### config.mk
export PLATFORM = sky130hd
export DESIGN_NAME = nns_front
export DESIGN_NICKNAME = d
export VERILOG_FILES = /design/src/rtl/core/nns_pkg.sv /design/src/rtl/core/nns_front.sv
export SDC_FILE = /design/constraint.sdc
export NUM_CORES = 1
export LEC_CHECK = 0
export BUFFER_PORTS_ARGS = -buffer_cell sky130_fd_sc_hd__buf_4
export CORE_ASPECT_RATIO = 0.5
export CORE_MARGIN = 2
export CORE_UTILIZATION = 50
export CTS_BUF_LIST = sky130_fd_sc_hd__clkbuf_16
export DETAILED_ROUTE_END_ITERATION = 16
export GPL_ROUTABILITY_DRIVEN = 0
export HOLD_SLACK_MARGIN = 0.1
export PLACE_DENSITY_LB_ADDON = 0.2
export SYNTH_ARGS = -nofsm -noshare
export SYNTH_HDL_FRONTEND = slang
export SYNTH_SLANG_ARGS = --single-unit
### constraint.sdc
create_clock -name i_clk -period 8.65 [get_ports i_clk]
set_input_delay 0.865 -clock i_clk [delete_from_list [all_inputs] [get_ports i_clk]]
set_output_delay 0.865 -clock i_clk [all_outputs]
set_load 0.05 [all_outputs]
### src/rtl/core/nns_pkg.sv
// Shared types, constants and register codes of the nearest-neighbour scaler.
`default_nettype none

package nns_pkg;

    // Sizes of the stored source image and of the scaled image.
    localparam int MAX_SRC_WIDTH_DEF  = 256;
    localparam int MAX_SRC_HEIGHT_DEF = 256;
    localparam int MAX_DST_SIZE_DEF   = 1024;

    // Fixed field widths.
    localparam int COORD_W   = 10;
    localparam int PIXEL_W   = 8;
    localparam int SRC_CFG_W = 9;
    localparam int DST_CFG_W = 11;
    localparam int CFG_DATA_W = DST_CFG_W;
    localparam int CFG_IDX_W  = 8;

    // Coordinate times (source size - 1) before the division.
    localparam int NUM_W = COORD_W + SRC_CFG_W;

    // Register values after reset.
    localparam logic [SRC_CFG_W-1:0] SRC_WIDTH_RST  = 9'd256;
    localparam logic [SRC_CFG_W-1:0] SRC_HEIGHT_RST = 9'd256;
    localparam logic [DST_CFG_W-1:0] DST_WIDTH_RST  = 11'd200;
    localparam logic [DST_CFG_W-1:0] DST_HEIGHT_RST = 11'd200;

    typedef enum logic [CFG_IDX_W-1:0] {
        CFG_SRC_WIDTH  = 8'd0,
        CFG_SRC_HEIGHT = 8'd1,
        CFG_DST_WIDTH  = 8'd2,
        CFG_DST_HEIGHT = 8'd3
    } t_cfg_idx;

    typedef enum logic {
        ACT_WRITE = 1'b0,
        ACT_READ  = 1'b1
    } t_action;

    typedef struct packed {
        logic               action;
        logic [COORD_W-1:0] row;
        logic [COORD_W-1:0] col;
        logic [PIXEL_W-1:0] pixel;
    } t_in_item;

    typedef struct packed {
        logic [PIXEL_W-1:0] out_pixel;
        logic               error;
    } t_out_item;

    typedef struct packed {
        logic [SRC_CFG_W-1:0] src_width;
        logic [SRC_CFG_W-1:0] src_height;
        logic [DST_CFG_W-1:0] dst_width;
        logic [DST_CFG_W-1:0] dst_height;
    } t_cfg;

    // Per-item control that travels down the pipeline.
    typedef struct packed {
        logic               rd;
        logic               err;
        logic               wen;
        logic [PIXEL_W-1:0] pix;
    } t_ctl;

endpackage

`default_nettype wire

### src/rtl/core/nns_front.sv
// Entry stage: range checks, write qualification and the two scaling products.
`default_nettype none

module nns_front #(
    parameter int MAX_SRC_WIDTH  = nns_pkg::MAX_SRC_WIDTH_DEF,
    parameter int MAX_SRC_HEIGHT = nns_pkg::MAX_SRC_HEIGHT_DEF,
    parameter int MAX_DST_SIZE   = nns_pkg::MAX_DST_SIZE_DEF,
    parameter int RW             = $clog2(MAX_SRC_HEIGHT),
    parameter int CW             = $clog2(MAX_SRC_WIDTH)
) (
    input  wire logic                      i_clk,
    input  wire logic                      i_rst_n,
    input  wire logic                      i_accept,
    input  wire nns_pkg::t_in_item         i_item,
    input  wire nns_pkg::t_cfg             i_cfg,
    output logic                           o_vld,
    output nns_pkg::t_ctl                  o_ctl,
    output logic [nns_pkg::NUM_W-1:0]      o_num_r,
    output logic [nns_pkg::NUM_W-1:0]      o_num_c,
    output logic [RW-1:0]                  o_wrow,
    output logic [CW-1:0]                  o_wcol
);

    localparam int NW = nns_pkg::NUM_W;

    logic                 src_ok;
    logic                 dst_bad;
    logic                 is_read;
    nns_pkg::t_ctl        n_ctl;
    logic [NW-1:0]        n_num_r;
    logic [NW-1:0]        n_num_c;

    logic                 r_vld;
    nns_pkg::t_ctl        r_ctl;
    logic [NW-1:0]        r_num_r;
    logic [NW-1:0]        r_num_c;
    logic [RW-1:0]        r_wrow;
    logic [CW-1:0]        r_wcol;

    always_comb begin
        is_read = (i_item.action == nns_pkg::ACT_READ);
        src_ok  = (i_cfg.src_width != '0) && (32'(i_cfg.src_width) <= MAX_SRC_WIDTH) &&
                  (i_cfg.src_height != '0) && (32'(i_cfg.src_height) <= MAX_SRC_HEIGHT);
        dst_bad = (i_cfg.dst_width < 11'd2) || (i_cfg.dst_height < 11'd2) ||
                  (32'(i_cfg.dst_width) > MAX_DST_SIZE) ||
                  (32'(i_cfg.dst_height) > MAX_DST_SIZE) ||
                  (11'(i_item.row) >= i_cfg.dst_height) ||
                  (11'(i_item.col) >= i_cfg.dst_width);

        n_ctl.rd  = is_read;
        n_ctl.err = is_read && (!src_ok || dst_bad);
        n_ctl.wen = !is_read && src_ok &&
                    (i_item.row < 10'(i_cfg.src_height)) &&
                    (i_item.col < 10'(i_cfg.src_width));
        n_ctl.pix = i_item.pixel;

        n_num_r = NW'(i_item.row) * NW'(i_cfg.src_height - 9'd1);
        n_num_c = NW'(i_item.col) * NW'(i_cfg.src_width - 9'd1);
    end

    always_ff @(posedge i_clk) begin
        if (!i_rst_n) begin
            r_vld <= 1'b0;
        end else begin
            r_vld <= i_accept;
        end
    end

    always_ff @(posedge i_clk) begin
        r_ctl   <= n_ctl;
        r_num_r <= n_num_r;
        r_num_c <= n_num_c;
        r_wrow  <= RW'(i_item.row);
        r_wcol  <= CW'(i_item.col);
    end

    assign o_vld   = r_vld;
    assign o_ctl   = r_ctl;
    assign o_num_r = r_num_r;
    assign o_num_c = r_num_c;
    assign o_wrow  = r_wrow;
    assign o_wcol  = r_wcol;

endmodule

`default_nettype wire

======== Word-level counts from Yosys, hierarchy flattened ========
Index checks and enable logic that the tools add are counted.
cells by class
  add/sub/neg operators ................... 2
  multiply operators ...................... 2
  div/mod/pow operators ................... 0
  order comparisons ....................... 10
  equality and inequality tests ........... 0
  shift-type cells ........................ 0
  multiplexer cells ....................... 0
  bitwise operators ....................... 0
  reduce and logical (&&, ||, !) cells .... 17
operators by type and width
  kind                                                                            count
  11-bit by 10-bit multiplier with 19-bit output                                  2
  10-bit by 11-bit >= comparator with 1-bit output                                2
  11-bit > comparator (second input constant)                                     2
  11-bit by 2-bit less-than comparator with 1-bit output (second input constant)  2
  10-bit by 9-bit less-than comparator with 1-bit output                          2
  9-bit by 1-bit subtractor with 10-bit output (second input constant)            2
  9-bit <= comparator (second input constant)                                     2
  9-bit nonzero test                                                              2
  1-bit logical AND                                                               7
  1-bit logical OR                                                                6
  1-bit logical NOT                                                               2
storage, ports and cells
  register bits after elaboration ......... 66
  latch bits .............................. 0
  RAM bits ................................ 0
  ROM bits ................................ 0
  input bits .............................. 72
  output and inout bits ................... 66
  memories ................................ 0

======== Longest topological paths before layout ========
Gate-level depths: netlist of run 1.
  word-level depth ........................ 8
  depth in mapped cells ................... 24
  depth with buffers taken out ............ 22

======== Worst setup path after synthesis of run 1 ========
Ideal clock, no wire load.
  kind .................................... input port to flip-flop
  start ................................... input i_cfg[31] (netlist bit)
  end ..................................... register r_num_c[18] (netlist: o_num_c[18])
  setup time .............................. 0.122 ns
  data arrival time ....................... 6.337 ns
  setup slack ............................. 2.190 ns
  stages on the path ...................... 22
  cell sequence ........................... clkbuf_1 inv_1 ha_1 nand4_1 nor3_1 xnor2_1 clkbuf_1 nand2b_1 fa_1 fa_1 inv_1 fa_1 fa_1 inv_1 fa_1 inv_1 ha_1 a2111o_1 o211ai_1 a311o_1 o21ai_0 xnor2_1
on the way
  cells in the longest elaborated chain, start to end .. 2
RTL lines
  item                                            line             text
  start: declaration                              nns_front.sv:15  input wire nns_pkg::t_cfg i_cfg,
  9-bit by 1-bit subtractor with 10-bit output    nns_front.sv:58  n_num_c = NW'(i_item.col) * NW'(i_cfg.src_width - 9'd1);
  11-bit by 10-bit multiplier with 19-bit output  nns_front.sv:58
  via n_num_c[18]                                 nns_front.sv:31  logic [NW-1:0] n_num_c;
  end signal: assignment                          nns_front.sv:72  r_num_c <= n_num_c;
  end: declaration                                nns_front.sv:36  logic [NW-1:0] r_num_c;
The timed path passes the listed nets, and every way through them passes these cells.
A chain may end at the register's enable or synchronous reset.

======== Final worst setup path of run 1 ========
Same ends and word-level chain as after synthesis.

==> results of run 1 <==
cell usage after synthesis (4+ instances only):
master | instances | share of area
ha_1 | 152 | 0.21
xor2_1 | 11 | 0.010
xnor2_1 | 37 | 0.035
o21ai_0 | 13 | 0.0070
fa_1 | 126 | 0.27
nand2_1 | 71 | 0.029
a211oi_1 | 8 | 0.0065
dfxtp_1 | 66 | 0.14
nand2b_1 | 22 | 0.015
or2_2 | 4 | 0.0027
o211ai_1 | 6 | 0.0049
nand3_1 | 4 | 0.0022
nor2_1 | 37 | 0.015
nor3_1 | 12 | 0.0065
clkbuf_1 | 18 | 0.0073
a21oi_1 | 22 | 0.012
nor2b_1 | 40 | 0.027
nand4_1 | 10 | 0.0068
o21bai_1 | 6 | 0.0049
and2_1 | 72 | 0.049
a21o_1 | 15 | 0.012
o21a_1 | 7 | 0.0057
inv_1 | 200 | 0.081
where the power goes:
group / switching (mW) / leakage [nW] / internal (mW)
sequential: 0.0258 / 0.556 / 0.415
combinational: 1.29 / 5.02 / 0.880
clock: 0.162 / 0.153 / 0.255
cell type report:
cell class / count / area share
tap: 240 / 0.0277
sequential: 66 / 0.122
clock inverter: 7 / 0.00934
timing repair buffer: 137 / 0.0948
inverter: 200 / 0.0692
multi-input combinational: 715 / 0.656
clock buffer: 9 / 0.0208
metrics by stage:
step                utilization  power, mW  setup WS (ns)
floorplan                     -       2.12           2.19
global placement          0.576       2.57           1.70
detailed placement        0.576       2.62           1.57
CTS                       0.594       3.06           1.91
global route              0.594       3.35           1.60
finish                    0.594       3.02           1.95
sequential cells by signal, summed over array words and instances (netlist names):
register and count:
o_vld 1, o_num_c 19, o_wcol 8, o_wrow 8, o_num_r 19, o_ctl 11
placed cells by master, fill, tap and decap left out, types with 10 or more instances in the layout:
cell      netlist  layout
o21ai_0        13      13
nor2b_1        40      40
nand2_1        71      71
a21oi_1        22      22
buf_4           0     137
ha_1          152     152
nand4_1        10      10
xnor2_1        37      37
and2_1         72      72
inv_1         200     200
nor2_1         37      37
nor3_1         12      12
xor2_1         11      11
nand2b_1       22      22
dfxtp_1        66      66
fa_1          126     126
a21o_1         15      15
how the worst max path moves through the flow:
stage | startpoint | to | slack [ns] | cells past startpoint
final | i_cfg[31] | o_num_c[18] | 1.95 | 21
after global placement | i_cfg[31] | o_num_c[18] | 1.70 | 21
after global routing | i_cfg[31] | o_num_c[18] | 1.60 | 21
after floorplan | i_cfg[31] | o_num_c[18] | 2.19 | 22
after detailed placement | i_cfg[31] | o_num_c[18] | 1.57 | 21
after CTS | i_cfg[31] | o_num_c[18] | 1.91 | 21
layer usage:
layer,GRT usage,share of wire,vias up
met5,0,0,-
li1,-,-,3411
met4,0.0402,0.012,0
met1,0.288,0.44,3439
met3,0.0390,0.035,22
met2,0.427,0.52,105
logic make-up (layout without fill, tap and decap cells):
kind of cell	Yosys count	after routing	share of synthesized area
mux	1	1	0.00122
buf+inv	218	353	0.0884
flops	66	66	0.143
simple gates	292	292	0.173
xor+xnor	48	48	0.0454
compound gates	96	96	0.0713
fa+ha+maj	278	278	0.478
==> flow_summary.ini, run 1 <==
[status]
outcome = complete, no violations

[clock_tree]
root_buffer = clkbuf_16
cts_buffers = 9
clock_path_buffers = 2
clock_sinks = 66
cts_hold_buf = 0
cts_setup_buffers = 0
clkTransAtPathRegs_ns = 0.06
cts_resized = 0
htreeDepth = 3
cts_tree = built

[die]
die-area_um2 = 19700
fp.dieH_um = 100
core.rowCount = 35
top_level_ports = 138
start_util = 0.507
die_x_um = 196
coreArea_um2 = 18300

[drt]
via_per_inst = 5.08
routed_wl_um = 21300
drc = 0
drt_first_pass_iters = 4
num_vias = 6977
post_drt_wl_per_cell_um = 15.5
drtAntennaViolNets = 0
drtIter0Drc = 246

[logic_synthesis]
ys_warn_count = 0
synth_area_um2 = 9260
ys_ff_latch = 66
synthCells = 999
synth_nets = 1349
avgSynthCellArea_um2 = 9.27
synthFlopType = dfxtp_1
synth-async-reset-ratio = 0
seq_area_frac_synth = 0.143
synth_edf_count = 0
synthDistinctLibCells = 53

[place]
portBuffers = 137
placed_area_um2 = 10500
dp.cells = 1358
place.detailed.hpwl_um = 17300

[cells_and_area]
layout.area.seq_um2 = 1320
syn_to_final_growth_pct = 17.1
drive_gt1_frac = 0.148
fillCellCount = 1621
multiInputGateArea_um2 = 7120
stdcell_area_um2 = 10800
final_nets = 1479
diodes = 0
layout.cells.non_filler = 1374

[sta]
setup_violations = 0
rsz0062_at_grt = false
finalCriticalPeriod_ns = 6.70
fin_crit_sh = 0.774
fmax_mhz = 149
timing.hold.ws_ns = 0.623
slew-limit-headroom = 0.354
timing.setup.tns_ns = 0
tightest_slew_ns = 0.961
slew_violations = 0
hold_viol_final = 0

[power]
power_density_nw_per_um2 = 279
ir_drop_uv = 309
p_leak_nw = 5.72

[worst_setup_path]
cpPeakStageDelay_ns = 0.75
start_kind = primary input
slowest_stage = xnor2_1
crit_top_cell = fa_1
path_cells = buf_4 -> inv_1 -> ha_1 -> nand4_1 -> nor3_1 -> xnor2_1 -> nand2b_1 -> fa_1 -> fa_1 -> inv_1 -> fa_1 -> fa_1 -> inv_1 -> fa_1 -> inv_1 -> ha_1 -> a2111o_1 -> o211ai_1 -> a311o_1 -> o21ai_0 -> xnor2_1
crit_fanout = 13
end_kind = flip-flop
worstSetupPathType = in -> reg
cp.arrival_ns = 6.92
path_buf_inv = 5
critical_path_required_ns = 8.88
crit_family = adder cells

[hold_path]
hold_path_class = in -> reg
hold_depth = 1
min-delay-start = i_item[6]
worstHoldEndpoint = o_ctl[6]

[global_route]
grt_start_max_net_pins = 15
antenna_found_initial = 0
grt.total_usage = 0.231
first_global_vias = 7548
grt_first_pass_wirelength_um = 36300
grt_overflow_total = 0

[run]
maxCapViolCount = 0
Power figures use the tool's default switching activity.
==> run 2, diff against run 1 <==
Clock period 8.65 ns to 5.6 ns, I/O delays scaled along.
==> flow_summary.ini, run 2 (synthesis results as in run 1) <==
[place]
place.detailed.hpwl_um = 18500
portBuffers = 137

[global_route]
grt_start_max_net_pins = 14
antenna_found_initial = 0
first_global_vias = 8157
grt.total_usage = 0.245
grt_first_pass_wirelength_um = 38400
grt_overflow_total = 0

[power]
power.switching_mw = 2.61
ir_drop_uv = 505
p_leak_nw = 6.30
power_density_nw_per_um2 = 476
pwr-share-seq = 0.119
internal_power_mw = 3.09
power_frac_comb = 0.776
switching_share = 0.458
power_mw = 5.70
pwr-share-clk = 0.105

[drt]
drt_first_pass_iters = 4
via_per_inst = 5.04
num_vias = 7471
post_drt_wl_per_cell_um = 15.4
routed_wl_um = 22700
drc = 0
drtIter0Drc = 229
drtAntennaViolNets = 0

[clock_tree]
clock_sinks = 66
cts_hold_buf = 0
htreeDepth = 3
root_buffer = clkbuf_16
cts_buffers = 9
clock_path_buffers = 2
clkTransAtPathRegs_ns = 0.06
cts_tree = built

[sta]
finalCriticalPeriod_ns = 5.54
rsz0062_at_grt = true
tightest_slew_ns = 0.393
fin_crit_sh = 0.989
slew_violations = 0
hold_viol_final = 0
setup_violations = 0
timing.hold.ws_ns = 0.314
slew-limit-headroom = 0.731
fmax_mhz = 181

[worst_setup_path]
start_kind = primary input
crit_fanout = 4
path_cells = buf_4 -> or4_4 -> nor4_4 -> xnor2_2 -> nand2_1 -> fa_1 -> fa_1 -> inv_1 -> fa_1 -> fa_1 -> inv_1 -> fa_1 -> inv_2 -> ha_4 -> a2111o_1 -> o211ai_1 -> a311o_1 -> o21bai_1 -> xor2_1
crit_top_cell = fa_1
cp.arrival_ns = 5.77
crit_family = adder cells
path_buf_inv = 4
end_kind = flip-flop
critical_path_required_ns = 5.83
slowest_stage = or4_4
cpPeakStageDelay_ns = 0.55
worstSetupPathType = in -> reg

[die]
core.rowCount = 35
top_level_ports = 138
start_util = 0.507
coreArea_um2 = 18300
die_x_um = 196
die-area_um2 = 19700
fp.dieH_um = 100

[cells_and_area]
syn_to_final_growth_pct = 29.3
drive_gt1_frac = 0.263
final_common_cell = buf_4
layout.area.seq_um2 = 1320
final_nets = 1586
mostFrequentLayoutCells = 242 x buf_4, 197 x inv_1, 139 x ha_1, 124 x fa_1, 71 x nand2_1
fillCellCount = 1485
multiInputGateArea_um2 = 7460
diodes = 0

[run]
maxCapViolCount = 0

[status]
outcome = complete, no violations

[hold_path]
hold_path_class = in -> reg
## run 2: cell count changes in the layout (fill, tap and decap cells not counted), moves of 4 or more
cell	before	now
ha_1	152	139
buf_4	137	242
a21oi_1	22	16
nor2_2	2	6
nor2_1	37	33
ha_4	0	11
o21ai_1	0	4
xnor2_1	37	29
o21ai_0	13	8
a21oi_2	0	4
xnor2_2	0	8
## run 2: final timing paths
kind,from,to,slack (ns),cells after the start
worst max-delay path,i_cfg[34],o_num_c[16],0.06,19
worst min-delay path,i_item[1],o_ctl[1],0.31,1
## run 2: layer usage
metal  GRT usage  part of all wire
met5           0                 0
met4      0.0676             0.018
met3      0.0420             0.032
met2       0.454              0.52
met1       0.296              0.43
## run 2: layout make-up
cell class	count	share of cell area
clock inverters	7	0.00658
multi-input cells	715	0.623
repair buffers	244	0.154
well taps	240	0.0251
clock buffers	9	0.0188
flip-flops and latches	66	0.110
inverters	200	0.0627
## run 2: timing repair
action | CTS | global route
resized for setup | 11 | 38
endpoints found under the setup margin | 10 | 14
cloned | 0 | 0
pin swaps | 9 | 30
setup buffers | 1 | 6
## run 2: power groups by stage
stage                     clock, mW  combinational [mW]  sequential, mW
after floorplan                   0                2.22            1.15
after global placement            0                3.99           0.689
after detailed placement          0                4.08           0.691
after CTS                     0.613                4.21           0.683
after global routing          0.638                4.92           0.690
final                         0.597                4.42           0.680
## run 2: stage by stage
| step | worst slack [ns] | TNS (ns) | std cells | utilization | cell area, µm² |
|---|---|---|---|---|---|
| floorplan | -0.140 | -0.300 | 999 | - | 9350 |
| global placement | -0.417 | -4.62 | 1458 | 0.622 | 11400 |
| detailed placement | -0.518 | -5.93 | 1458 | 0.622 | 11400 |
| CTS | -0.00228 | -0.00228 | 1475 | 0.642 | 11700 |
| global route | -0.119 | -0.586 | 1481 | 0.656 | 12000 |
| finish | 0.0630 | 0 | 1481 | 0.656 | 12000 |
