===== src/rtl/core/nns_pkg.sv =====
// Shared types, constants and register codes of the nearest-neighbour scaler.
`default_nettype none

package nns_pkg;

    // Sizes of the stored source image and of the scaled image.
    localparam int MAX_SRC_WIDTH_DEF  = 256;
    localparam int MAX_SRC_HEIGHT_DEF = 256;
    localparam int MAX_DST_SIZE_DEF   = 1024;

    // Fixed field widths.
    localparam int COORD_W   = 10;
    localparam int PIXEL_W   = 8;
    localparam int SRC_CFG_W = 9;
    localparam int DST_CFG_W = 11;
    localparam int CFG_DATA_W = DST_CFG_W;
    localparam int CFG_IDX_W  = 8;

    // Coordinate times (source size - 1) before the division.
    localparam int NUM_W = COORD_W + SRC_CFG_W;

    // Register values after reset.
    localparam logic [SRC_CFG_W-1:0] SRC_WIDTH_RST  = 9'd256;
    localparam logic [SRC_CFG_W-1:0] SRC_HEIGHT_RST = 9'd256;
    localparam logic [DST_CFG_W-1:0] DST_WIDTH_RST  = 11'd200;
    localparam logic [DST_CFG_W-1:0] DST_HEIGHT_RST = 11'd200;

    typedef enum logic [CFG_IDX_W-1:0] {
        CFG_SRC_WIDTH  = 8'd0,
        CFG_SRC_HEIGHT = 8'd1,
        CFG_DST_WIDTH  = 8'd2,
        CFG_DST_HEIGHT = 8'd3
    } t_cfg_idx;

    typedef enum logic {
        ACT_WRITE = 1'b0,
        ACT_READ  = 1'b1
    } t_action;

    typedef struct packed {
        logic               action;
        logic [COORD_W-1:0] row;
        logic [COORD_W-1:0] col;
        logic [PIXEL_W-1:0] pixel;
    } t_in_item;

    typedef struct packed {
        logic [PIXEL_W-1:0] out_pixel;
        logic               error;
    } t_out_item;

    typedef struct packed {
        logic [SRC_CFG_W-1:0] src_width;
        logic [SRC_CFG_W-1:0] src_height;
        logic [DST_CFG_W-1:0] dst_width;
        logic [DST_CFG_W-1:0] dst_height;
    } t_cfg;

    // Per-item control that travels down the pipeline.
    typedef struct packed {
        logic               rd;
        logic               err;
        logic               wen;
        logic [PIXEL_W-1:0] pix;
    } t_ctl;

endpackage

`default_nettype wire


===== src/rtl/core/nns_div_pipe.sv =====
// Pipelined restoring divider for row and column, one quotient bit per stage.
`default_nettype none

module nns_div_pipe #(
    parameter int STEPS = 8,
    parameter int AUX_W = 16
) (
    input  wire logic                          i_clk,
    input  wire logic                          i_rst_n,
    input  wire logic                          i_vld,
    input  wire nns_pkg::t_ctl                 i_ctl,
    input  wire logic [nns_pkg::NUM_W-1:0]     i_num_r,
    input  wire logic [nns_pkg::NUM_W-1:0]     i_num_c,
    input  wire logic [nns_pkg::DST_CFG_W-1:0] i_den_r,
    input  wire logic [nns_pkg::DST_CFG_W-1:0] i_den_c,
    input  wire logic [AUX_W-1:0]              i_aux,
    output logic                               o_vld,
    output nns_pkg::t_ctl                      o_ctl,
    output logic [STEPS-1:0]                   o_q_r,
    output logic [STEPS-1:0]                   o_q_c,
    output logic [AUX_W-1:0]                   o_aux
);

    localparam int NW = nns_pkg::NUM_W;
    localparam int EW = NW + STEPS + nns_pkg::DST_CFG_W;

    logic [STEPS-1:0]  r_vld;
    nns_pkg::t_ctl     r_ctl   [STEPS];
    logic [NW-1:0]     r_rem_r [STEPS];
    logic [NW-1:0]     r_rem_c [STEPS];
    logic [STEPS-1:0]  r_q_r   [STEPS];
    logic [STEPS-1:0]  r_q_c   [STEPS];
    logic [AUX_W-1:0]  r_aux   [STEPS];

    for (genvar s = 0; s < STEPS; s++) begin : g_step
        localparam int K = STEPS - 1 - s;

        logic              vld_in;
        nns_pkg::t_ctl     ctl_in;
        logic [NW-1:0]     rem_r_in;
        logic [NW-1:0]     rem_c_in;
        logic [STEPS-1:0]  q_r_in;
        logic [STEPS-1:0]  q_c_in;
        logic [AUX_W-1:0]  aux_in;
        logic [EW-1:0]     sub_r;
        logic [EW-1:0]     sub_c;
        logic              ge_r;
        logic              ge_c;

        if (s == 0) begin : g_first
            assign vld_in   = i_vld;
            assign ctl_in   = i_ctl;
            assign rem_r_in = i_num_r;
            assign rem_c_in = i_num_c;
            assign q_r_in   = '0;
            assign q_c_in   = '0;
            assign aux_in   = i_aux;
        end else begin : g_next
            assign vld_in   = r_vld[s-1];
            assign ctl_in   = r_ctl[s-1];
            assign rem_r_in = r_rem_r[s-1];
            assign rem_c_in = r_rem_c[s-1];
            assign q_r_in   = r_q_r[s-1];
            assign q_c_in   = r_q_c[s-1];
            assign aux_in   = r_aux[s-1];
        end

        // For a good read the quotient stays below 2**STEPS, so a trial at this weight is exact.
        assign sub_r = EW'(i_den_r) << K;
        assign sub_c = EW'(i_den_c) << K;
        assign ge_r  = (EW'(rem_r_in) >= sub_r);
        assign ge_c  = (EW'(rem_c_in) >= sub_c);

        always_ff @(posedge i_clk) begin
            if (!i_rst_n) begin
                r_vld[s] <= 1'b0;
            end else begin
                r_vld[s] <= vld_in;
            end
        end

        always_ff @(posedge i_clk) begin
            r_ctl[s]   <= ctl_in;
            r_aux[s]   <= aux_in;
            r_rem_r[s] <= ge_r ? NW'(EW'(rem_r_in) - sub_r) : rem_r_in;
            r_rem_c[s] <= ge_c ? NW'(EW'(rem_c_in) - sub_c) : rem_c_in;
            r_q_r[s]   <= q_r_in | (ge_r ? (STEPS'(1) << K) : '0);
            r_q_c[s]   <= q_c_in | (ge_c ? (STEPS'(1) << K) : '0);
        end
    end

    assign o_vld = r_vld[STEPS-1];
    assign o_ctl = r_ctl[STEPS-1];
    assign o_q_r = r_q_r[STEPS-1];
    assign o_q_c = r_q_c[STEPS-1];
    assign o_aux = r_aux[STEPS-1];

    // A good read leaves a remainder below the divisor in both lanes.
    a_rem_r_below_den: assert property (@(posedge i_clk) disable iff (!i_rst_n)
        r_vld[STEPS-1] && r_ctl[STEPS-1].rd && !r_ctl[STEPS-1].err |->
        (EW'(r_rem_r[STEPS-1]) < EW'(i_den_r)))
        else $error("row remainder not below divisor");

    a_rem_c_below_den: assert property (@(posedge i_clk) disable iff (!i_rst_n)
        r_vld[STEPS-1] && r_ctl[STEPS-1].rd && !r_ctl[STEPS-1].err |->
        (EW'(r_rem_c[STEPS-1]) < EW'(i_den_c)))
        else $error("column remainder not below divisor");

endmodule

`default_nettype wire


===== config.mk =====
export PLATFORM = sky130hd
export DESIGN_NAME = nns_div_pipe
export DESIGN_NICKNAME = d
export VERILOG_FILES = /design/src/rtl/core/nns_pkg.sv /design/src/rtl/core/nns_div_pipe.sv
export SDC_FILE = /design/constraint.sdc
export NUM_CORES = 1
export LEC_CHECK = 0
export BUFFER_PORTS_ARGS = -buffer_cell sky130_fd_sc_hd__buf_2
export CORE_MARGIN = 2
export CORE_UTILIZATION = 60
export DETAILED_ROUTE_END_ITERATION = 10
export GPL_ROUTABILITY_DRIVEN = 1
export PLACE_DENSITY_LB_ADDON = 0.1
export SLEW_MARGIN = 20
export SYNTH_ARGS = -nofsm -noshare
export SYNTH_HDL_FRONTEND = slang
export SYNTH_SLANG_ARGS = --single-unit

===== constraint.sdc =====
create_clock -name i_clk -period 5.9 [get_ports i_clk]
set_input_delay 0.59 -clock i_clk [delete_from_list [all_inputs] [get_ports i_clk]]
set_output_delay 0.59 -clock i_clk [all_outputs]
set_load 0.02 [all_outputs]

Word level (Yosys, flattened, before mapping) --
Memory sizes are Yosys's and may differ from the RTL's. Index checks and enable logic that the tools add are counted.
Cells by class: muxes and demuxes 32, magnitude comparators 16, $mul 0, shift operators 0, reductions and logical operators 0, $add $sub $neg 16, bitwise gates (word level) 14, eq/ne operators 0, div/mod/pow operators 0
Operator list (number):
- 19-bit 2-to-1 mux | 16
- 19-bit by 11-bit greater-or-equal comparator with 1-bit output | 2
- 19-bit by 12-bit greater-or-equal comparator with 1-bit output | 2
- 19-bit by 13-bit greater-or-equal comparator with 1-bit output | 2
- 19-bit by 14-bit greater-or-equal comparator with 1-bit output | 2
- 19-bit by 15-bit greater-or-equal comparator with 1-bit output | 2
- 19-bit by 16-bit greater-or-equal comparator with 1-bit output | 2
- 19-bit by 17-bit greater-or-equal comparator with 1-bit output | 2
- 19-bit by 18-bit greater-or-equal comparator with 1-bit output | 2
- 19-bit by 11-bit subtractor with 19-bit output | 2
- 19-bit by 12-bit subtractor with 19-bit output | 2
- 19-bit by 13-bit subtractor with 19-bit output | 2
- 19-bit by 14-bit subtractor with 19-bit output | 2
- 19-bit by 15-bit subtractor with 19-bit output | 2
- 19-bit by 16-bit subtractor with 19-bit output | 2
- 19-bit by 17-bit subtractor with 19-bit output | 2
- 19-bit by 18-bit subtractor with 19-bit output | 2
- 8-bit OR | 4
- 8-bit 2-to-1 mux | 2
- 8-bit by 3-bit OR with 8-bit output | 2
- 8-bit by 4-bit OR with 8-bit output | 2
- 8-bit by 5-bit OR with 8-bit output | 2
- 8-bit by 6-bit OR with 8-bit output | 2
- 8-bit by 7-bit OR with 8-bit output | 2
- 7 further kinds | 14
Word-level totals: memories kept 6, input port bits 90, logic and storage cells 92, bits in registers 8, output and inout bits 44, latch bits 0, ROM bits 0, RAM bits 648
Memory list:
- r_rem_c | depth 8, bits a word 19, read ports 7, clocked after memory_dff 0, wr ports 8, line nns_div_pipe.sv:30 | logic [NW-1:0] r_rem_c [STEPS];
- r_rem_r | depth 8, bits a word 19, read ports 7, clocked after memory_dff 0, wr ports 8, line nns_div_pipe.sv:29 | logic [NW-1:0] r_rem_r [STEPS];
- r_aux | depth 8, bits a word 16, read ports 8, clocked after memory_dff 0, wr ports 8, line nns_div_pipe.sv:33 | logic [AUX_W-1:0] r_aux [STEPS];
- r_ctl | depth 8, bits a word 11, read ports 8, clocked after memory_dff 0, wr ports 8, line nns_div_pipe.sv:28 | nns_pkg::t_ctl r_ctl [STEPS];
- r_q_c | depth 8, bits a word 8, read ports 8, clocked after memory_dff 0, wr ports 8, line nns_div_pipe.sv:32 | logic [STEPS-1:0] r_q_c [STEPS];
- r_q_r | depth 8, bits a word 8, read ports 8, clocked after memory_dff 0, wr ports 8, line nns_div_pipe.sv:31 | logic [STEPS-1:0] r_q_r [STEPS];

Depth between registers and ports, before layout --
An unclocked memory read counts as a cell.
depth in word-level cells 4, gate-level depth with buffers 13, depth with buffers taken out 11

Worst setup path after synthesis --
No wires, ideal clock.
path type in2reg, from in i_den_c[1] (netlist name), to mem r_rem_c[1][14] (netlist name), path buffers 1, required time 5.779 ns, cell stages on the path 9, slack 3.029 ns, arrival time 2.750 ns, setup time 0.121 ns, path through inv_1 -> ha_1 -> nor2b_1 -> o31a_1 -> o311ai_1 -> a21oi_1 -> nor2_1 -> clkbuf_1 -> mux2_2
RTL lines:
- from (decl) | line nns_div_pipe.sv:15 | input wire logic [nns_pkg::DST_CFG_W-1:0] i_den_c,
- to (decl) | line nns_div_pipe.sv:30

==> flow_summary.html <==
<table>
<tr><th>Metric</th><th>Value</th></tr>
<tr><th colspan="2">Synthesis</th></tr>
<tr><td>Post-synthesis sequential element count</td><td>562</td></tr>
<tr><td>Synthesized Nets</td><td>~2400</td></tr>
<tr><td>Number of cells produced by synthesis</td><td>around 2100</td></tr>
<tr><td>Fraction of post-synthesis cell area in the top cell type by area</td><td>51.2%</td></tr>
<tr><td>Async set-or-reset flop fraction in the synthesized netlist</td><td>0%</td></tr>
<tr><td>Ranking of synthesized cells by area</td><td>sky130_fd_sc_hd__dfxtp_1 51%, sky130_fd_sc_hd__ha_1 10%, sky130_fd_sc_hd__a21oi_1 3.5%, sky130_fd_sc_hd__xnor2_1 3.1%, sky130_fd_sc_hd__o21ai_0 2.8%</td></tr>
<tr><td>Top cells by instance count after synthesis</td><td>562 x sky130_fd_sc_hd__dfxtp_1, 176 x sky130_fd_sc_hd__ha_1, 154 x sky130_fd_sc_hd__a21oi_1</td></tr>
<tr><td>Largest area contributor in the synthesized netlist</td><td>sky130_fd_sc_hd__dfxtp_1</td></tr>
<tr><td>Post-synthesis average cell area</td><td>10.3 sq um</td></tr>
<tr><td>Main flop type after synthesis</td><td>sky130_fd_sc_hd__dfxtp_1</td></tr>
<tr><td>Portion of the post-synthesis area used by sequential elements</td><td>about half</td></tr>
<tr><td>Dominant cell by count in the synthesized netlist</td><td>sky130_fd_sc_hd__dfxtp_1</td></tr>
<tr><td>Netlist area before placement</td><td>0.0220 sq mm</td></tr>
<tr><td>Warnings, synthesis</td><td>0</td></tr>
<tr><td>Post-synth EDFFs</td><td>0</td></tr>
<tr><td>Number of distinct library cells after synthesis</td><td>between 70 and 80</td></tr>
<tr><th colspan="2">Routing</th></tr>
<tr><td>Antenna Violating Nets Remaining</td><td>0</td></tr>
<tr><td>Total Routed Length</td><td>approximately 42000 microns</td></tr>
<tr><td>Routed wire per std cell</td><td>about 15 microns</td></tr>
<tr><td>Remaining design rule violation count</td><td>0</td></tr>
<tr><td>Routed vias</td><td>~16000</td></tr>
<tr><td>Detailed router's first-iteration violation count</td><td>668</td></tr>
<tr><td>Detailed-routing iteration count for the pre-antenna-repair pass</td><td>5</td></tr>
<tr><td>Average via count per standard cell</td><td>roughly 5.6</td></tr>
<tr><th colspan="2">Timing</th></tr>
<tr><td>Max-slew headroom</td><td>about two fifths</td></tr>
<tr><td>Clock Skews</td><td>slightly above 10 ps</td></tr>
<tr><td>RSZ-0062 raised after global routing</td><td>no</td></tr>
<tr><td>Worst Max-Slew Pin Slew</td><td>approximately 900 ps</td></tr>
<tr><td>Number of slew-limit violations in the final report</td><td>0</td></tr>
<tr><td>Setup-violating endpoint count in the final report</td><td>0</td></tr>
<tr><td>Post-Route Hold Slack</td><td>around 90 ps</td></tr>
<tr><td>Hold violation count in the final report</td><td>0</td></tr>
<tr><td>Total negative setup slack</td><td>0 ps</td></tr>
<tr><td>Minimum clock period</td><td>~3300 ps</td></tr>
<tr><td>Highest clock frequency the design can meet</td><td>roughly 0.3 GHz</td></tr>
<tr><td>Final clock period utilization by the worst path</td><td>around 55%</td></tr>
<tr><th colspan="2">Clock tree</th></tr>
<tr><td>Clock latency of the later-clocked register in the worst-skew pair</td><td>600 ps</td></tr>
<tr><td>Clock sink count</td><td>562</td></tr>
<tr><td>Number of buffers created by CTS</td><td>53</td></tr>
<tr><td>Total setup buffers inserted after CTS</td><td>0</td></tr>
<tr><td>CTS root buf</td><td>sky130_fd_sc_hd__clkbuf_16</td></tr>
<tr><td>CTS tree</td><td>built</td></tr>
<tr><td>Number of cells upsized or downsized after cts</td><td>0</td></tr>
<tr><td>Clock transition at path regs</td><td>60 ps</td></tr>
<tr><td>Clock Path Buffers</td><td>3</td></tr>
<tr><td>Hold bufs inserted after CTS</td><td>0</td></tr>
<tr><td>Maximum level of the CTS H-tree</td><td>2</td></tr>
<tr><th colspan="2">Layout</th></tr>
<tr><td>Area of the multi-input gates</td><td>about 0.01 sq mm</td></tr>
<tr><td>Number of fill cells in the layout</td><td>between 2000 and 3000</td></tr>
<tr><td>Layout cell share with drive strength beyond 1</td><td>12.7%</td></tr>
<tr><td>Count of inserted antenna diode cells</td><td>0</td></tr>
<tr><td>Area added between synthesis and finish</td><td>13.7%</td></tr>
<tr><td>Number of nets in the layout</td><td>roughly 2600</td></tr>
<tr><td>Reg area</td><td>between 0.01 and 0.015 sq mm</td></tr>
<tr><th colspan="2">Run status</th></tr>
<tr><td>Status</td><td>finished, final reports clean</td></tr>
<tr><th colspan="2">Worst hold path</th></tr>
<tr><td>Number of instances on the worst hold path</td><td>1</td></tr>
<tr><td>Start point of the worst min-delay path</td><td>i_aux[11]</td></tr>
<tr><td>Class of the tightest hold or removal check</td><td>in2reg</td></tr>
<tr><th colspan="2">Global route</th></tr>
<tr><td>Global-route wire length before repair</td><td>roughly 69000 microns</td></tr>
<tr><td>Global Route Usage Sum</td><td>roughly 22%</td></tr>
<tr><td>Number of global-route vias before repair</td><td>roughly 15000</td></tr>
<tr><td>Remaining global-route overflow</td><td>0</td></tr>
<tr><td>Pin count of the biggest net entering global routing</td><td>26</td></tr>
<tr><td>Number of antenna violations at the first check in global routing</td><td>1</td></tr>
<tr><th colspan="2">Floorplanning</th></tr>
<tr><td>Die W</td><td>approximately 200 microns</td></tr>
<tr><td>Area of the core</td><td>0.0363 sq mm</td></tr>
<tr><td>Num rows</td><td>70</td></tr>
<tr><td>I/O pin count</td><td>about 130</td></tr>
<tr><td>Die Y-Extent</td><td>around 200 microns</td></tr>
<tr><td>Die ar.</td><td>around 0.038 sq mm</td></tr>
<tr><td>Initial core utilization</td><td>around three fifths</td></tr>
<tr><th colspan="2">Worst setup path</th></tr>
<tr><td>Startpoint of the worst setup timing path</td><td>i_den_c[1]</td></tr>
<tr><td>Capturing element type of the critical path</td><td>flop</td></tr>
<tr><td>Class of the most critical setup path</td><td>in2reg</td></tr>
<tr><td>Crit path max-delay cell type</td><td>sky130_fd_sc_hd__a41oi_2</td></tr>
<tr><td>Crit path DAT</td><td>approximately 3700 ps</td></tr>
<tr><td>Critical-path maximum fanout</td><td>25</td></tr>
<tr><td>FF-to-FF Start</td><td>r_rem_r[1][20]</td></tr>
<tr><td>Worst-path cell chain</td><td>buf_2 &gt; inv_1 &gt; ha_1 &gt; nor2b_1 &gt; nor3_1 &gt; o21ai_1 &gt; a221o_1 &gt; a41oi_2 &gt; mux2_2</td></tr>
<tr><td>Delay of the slowest critical-path stage</td><td>between 700 and 800 ps</td></tr>
<tr><td>Critical Path Start Type</td><td>input pin</td></tr>
<tr><td>Worst R2R Path Depth</td><td>11</td></tr>
<tr><td>Required arrival time at the worst endpoint</td><td>6380 ps</td></tr>
<tr><th colspan="2">Pwr</th></tr>
<tr><td>Sequential Power Share</td><td>between 30% and 40%</td></tr>
<tr><td>Clk pwr share</td><td>between 20% and 30%</td></tr>
<tr><td>Switching power share of the total</td><td>between 30 and 40%</td></tr>
<tr><td>Peak supply drop</td><td>between 200 and 300 uV</td></tr>
<tr><td>Static power due to leakage</td><td>about 11 nW</td></tr>
<tr><td>Internal power component</td><td>8.93 mW</td></tr>
<tr><td>Power density relative to cell area</td><td>537 mW/mm^2</td></tr>
<tr><td>Combinational group share of total power</td><td>roughly 35%</td></tr>
<tr><td>Switching power of the nets</td><td>approximately 4.5 mW</td></tr>
<tr><th colspan="2">Placement</th></tr>
<tr><td>Half-perimeter wire length of the detailed placement result</td><td>around 32000 microns</td></tr>
<tr><td>I/O Buffers</td><td>133</td></tr>
<tr><td>RD Place Congestion</td><td>around 0.95</td></tr>
<tr><th colspan="2">Flow run</th></tr>
<tr><td>Count of maximum capacitance violations</td><td>0</td></tr>
</table>
==> path summary, 6_finish.rpt <==
kind                                  endpoint  slack [ps]
worst max-delay path             r_rem_c[5][9]        2650
worst min-delay path              r_aux[0][11]          90
worst max register to register  r_rem_r[1][52]        2910
worst min register to register    r_aux[1][60]         320
==> layout by cell type (no fill, tap or decap), types with 30 or more instances in the layout <==
cell                        count
sky130_fd_sc_hd__nor2_1       148
sky130_fd_sc_hd__inv_1         82
sky130_fd_sc_hd__dfxtp_1      562
sky130_fd_sc_hd__xnor2_1       77
sky130_fd_sc_hd__xor2_1        65
sky130_fd_sc_hd__nand2_1      148
sky130_fd_sc_hd__ha_1         176
sky130_fd_sc_hd__o21ai_0      123
sky130_fd_sc_hd__nand3_1       41
sky130_fd_sc_hd__nor2b_1       32
sky130_fd_sc_hd__buf_2        133
sky130_fd_sc_hd__nor3_1        43
sky130_fd_sc_hd__clkbuf_16     53
sky130_fd_sc_hd__o21a_1        35
sky130_fd_sc_hd__nand2b_1      30
sky130_fd_sc_hd__a21oi_1      154
==> per-layer routing <==
layer | wire (microns) | global-route usage (%)
met5 | 12 | 0
met2 | 19600 | 38.0
met3 | 2010 | 3.97
met1 | 19200 | 27.3
met4 | 1400 | 9.47
==> power groups by stage <==
stage	clock network, mW	logic [mW]	registers, mW
after floorplan	0	3.75	5.18
after global placement	0	4.44	5.31
after detailed placement	0	4.56	5.33
after CTS	3.60	4.60	5.25
after global routing	3.76	5.21	5.34
final	3.51	4.64	5.25
==> kinds of logic after synthesis <==
logic type | count (synthesis) | share of synthesized area, %
simple gates | 584 | 13.4
flops | 562 | 51.2
compound gates | 497 | 14.4
fa+ha+maj | 190 | 11.3
xor+xnor | 142 | 5.66
buf+inv | 122 | 2.14
mux | 37 | 1.87
==> area by class of cell <==
cell class | instances | area share (%)
flip-flops and latches | 562 | 45.1
multi-input cells | 1450 | 41.1
clock buffers | 65 | 5.69
repair buffers | 137 | 2.79
well taps | 468 | 2.35
clock inverters | 33 | 1.73
inverters | 84 | 1.26
==> flip-flops by register name (all words and copies together), names as in the netlist <==
| register | count |
|---|---|
| r_rem_c | 133 |
| r_rem_r | 133 |
| r_aux | 128 |
| r_ctl | 88 |
| r_q_c | 36 |
| r_q_r | 36 |
| g_step.vld_in | 7 |
| o_vld | 1 |
==> metrics by stage <==
stage                     area (sq um)  total power, mW  worst slack, ps  utilization [%]  instances
after floorplan                  22000             8.92             3030                -       2134
after global placement           23100             9.75             1960             63.6       2701
after detailed placement         23100             9.88             1870             63.6       2701
after CTS                        25000             13.4             2500             68.7       2799
after global routing             25000             14.3             2390             68.7       2799
final                            25000             13.4             2650             68.7       2799
==> worst max-delay path: cells and delay by family <==
| kind | cells | cell delay [ps] |
|---|---|---|
| AO/OA/AOI/OAI | 3 | 1330 |
| adder cells (fa/ha/maj) | 1 | 390 |
| multiplexers | 1 | 420 |
| AND/OR/NAND/NOR | 2 | 430 |
| buffers and inverters | 2 | 560 |
(Power assumes the default switching activity.)
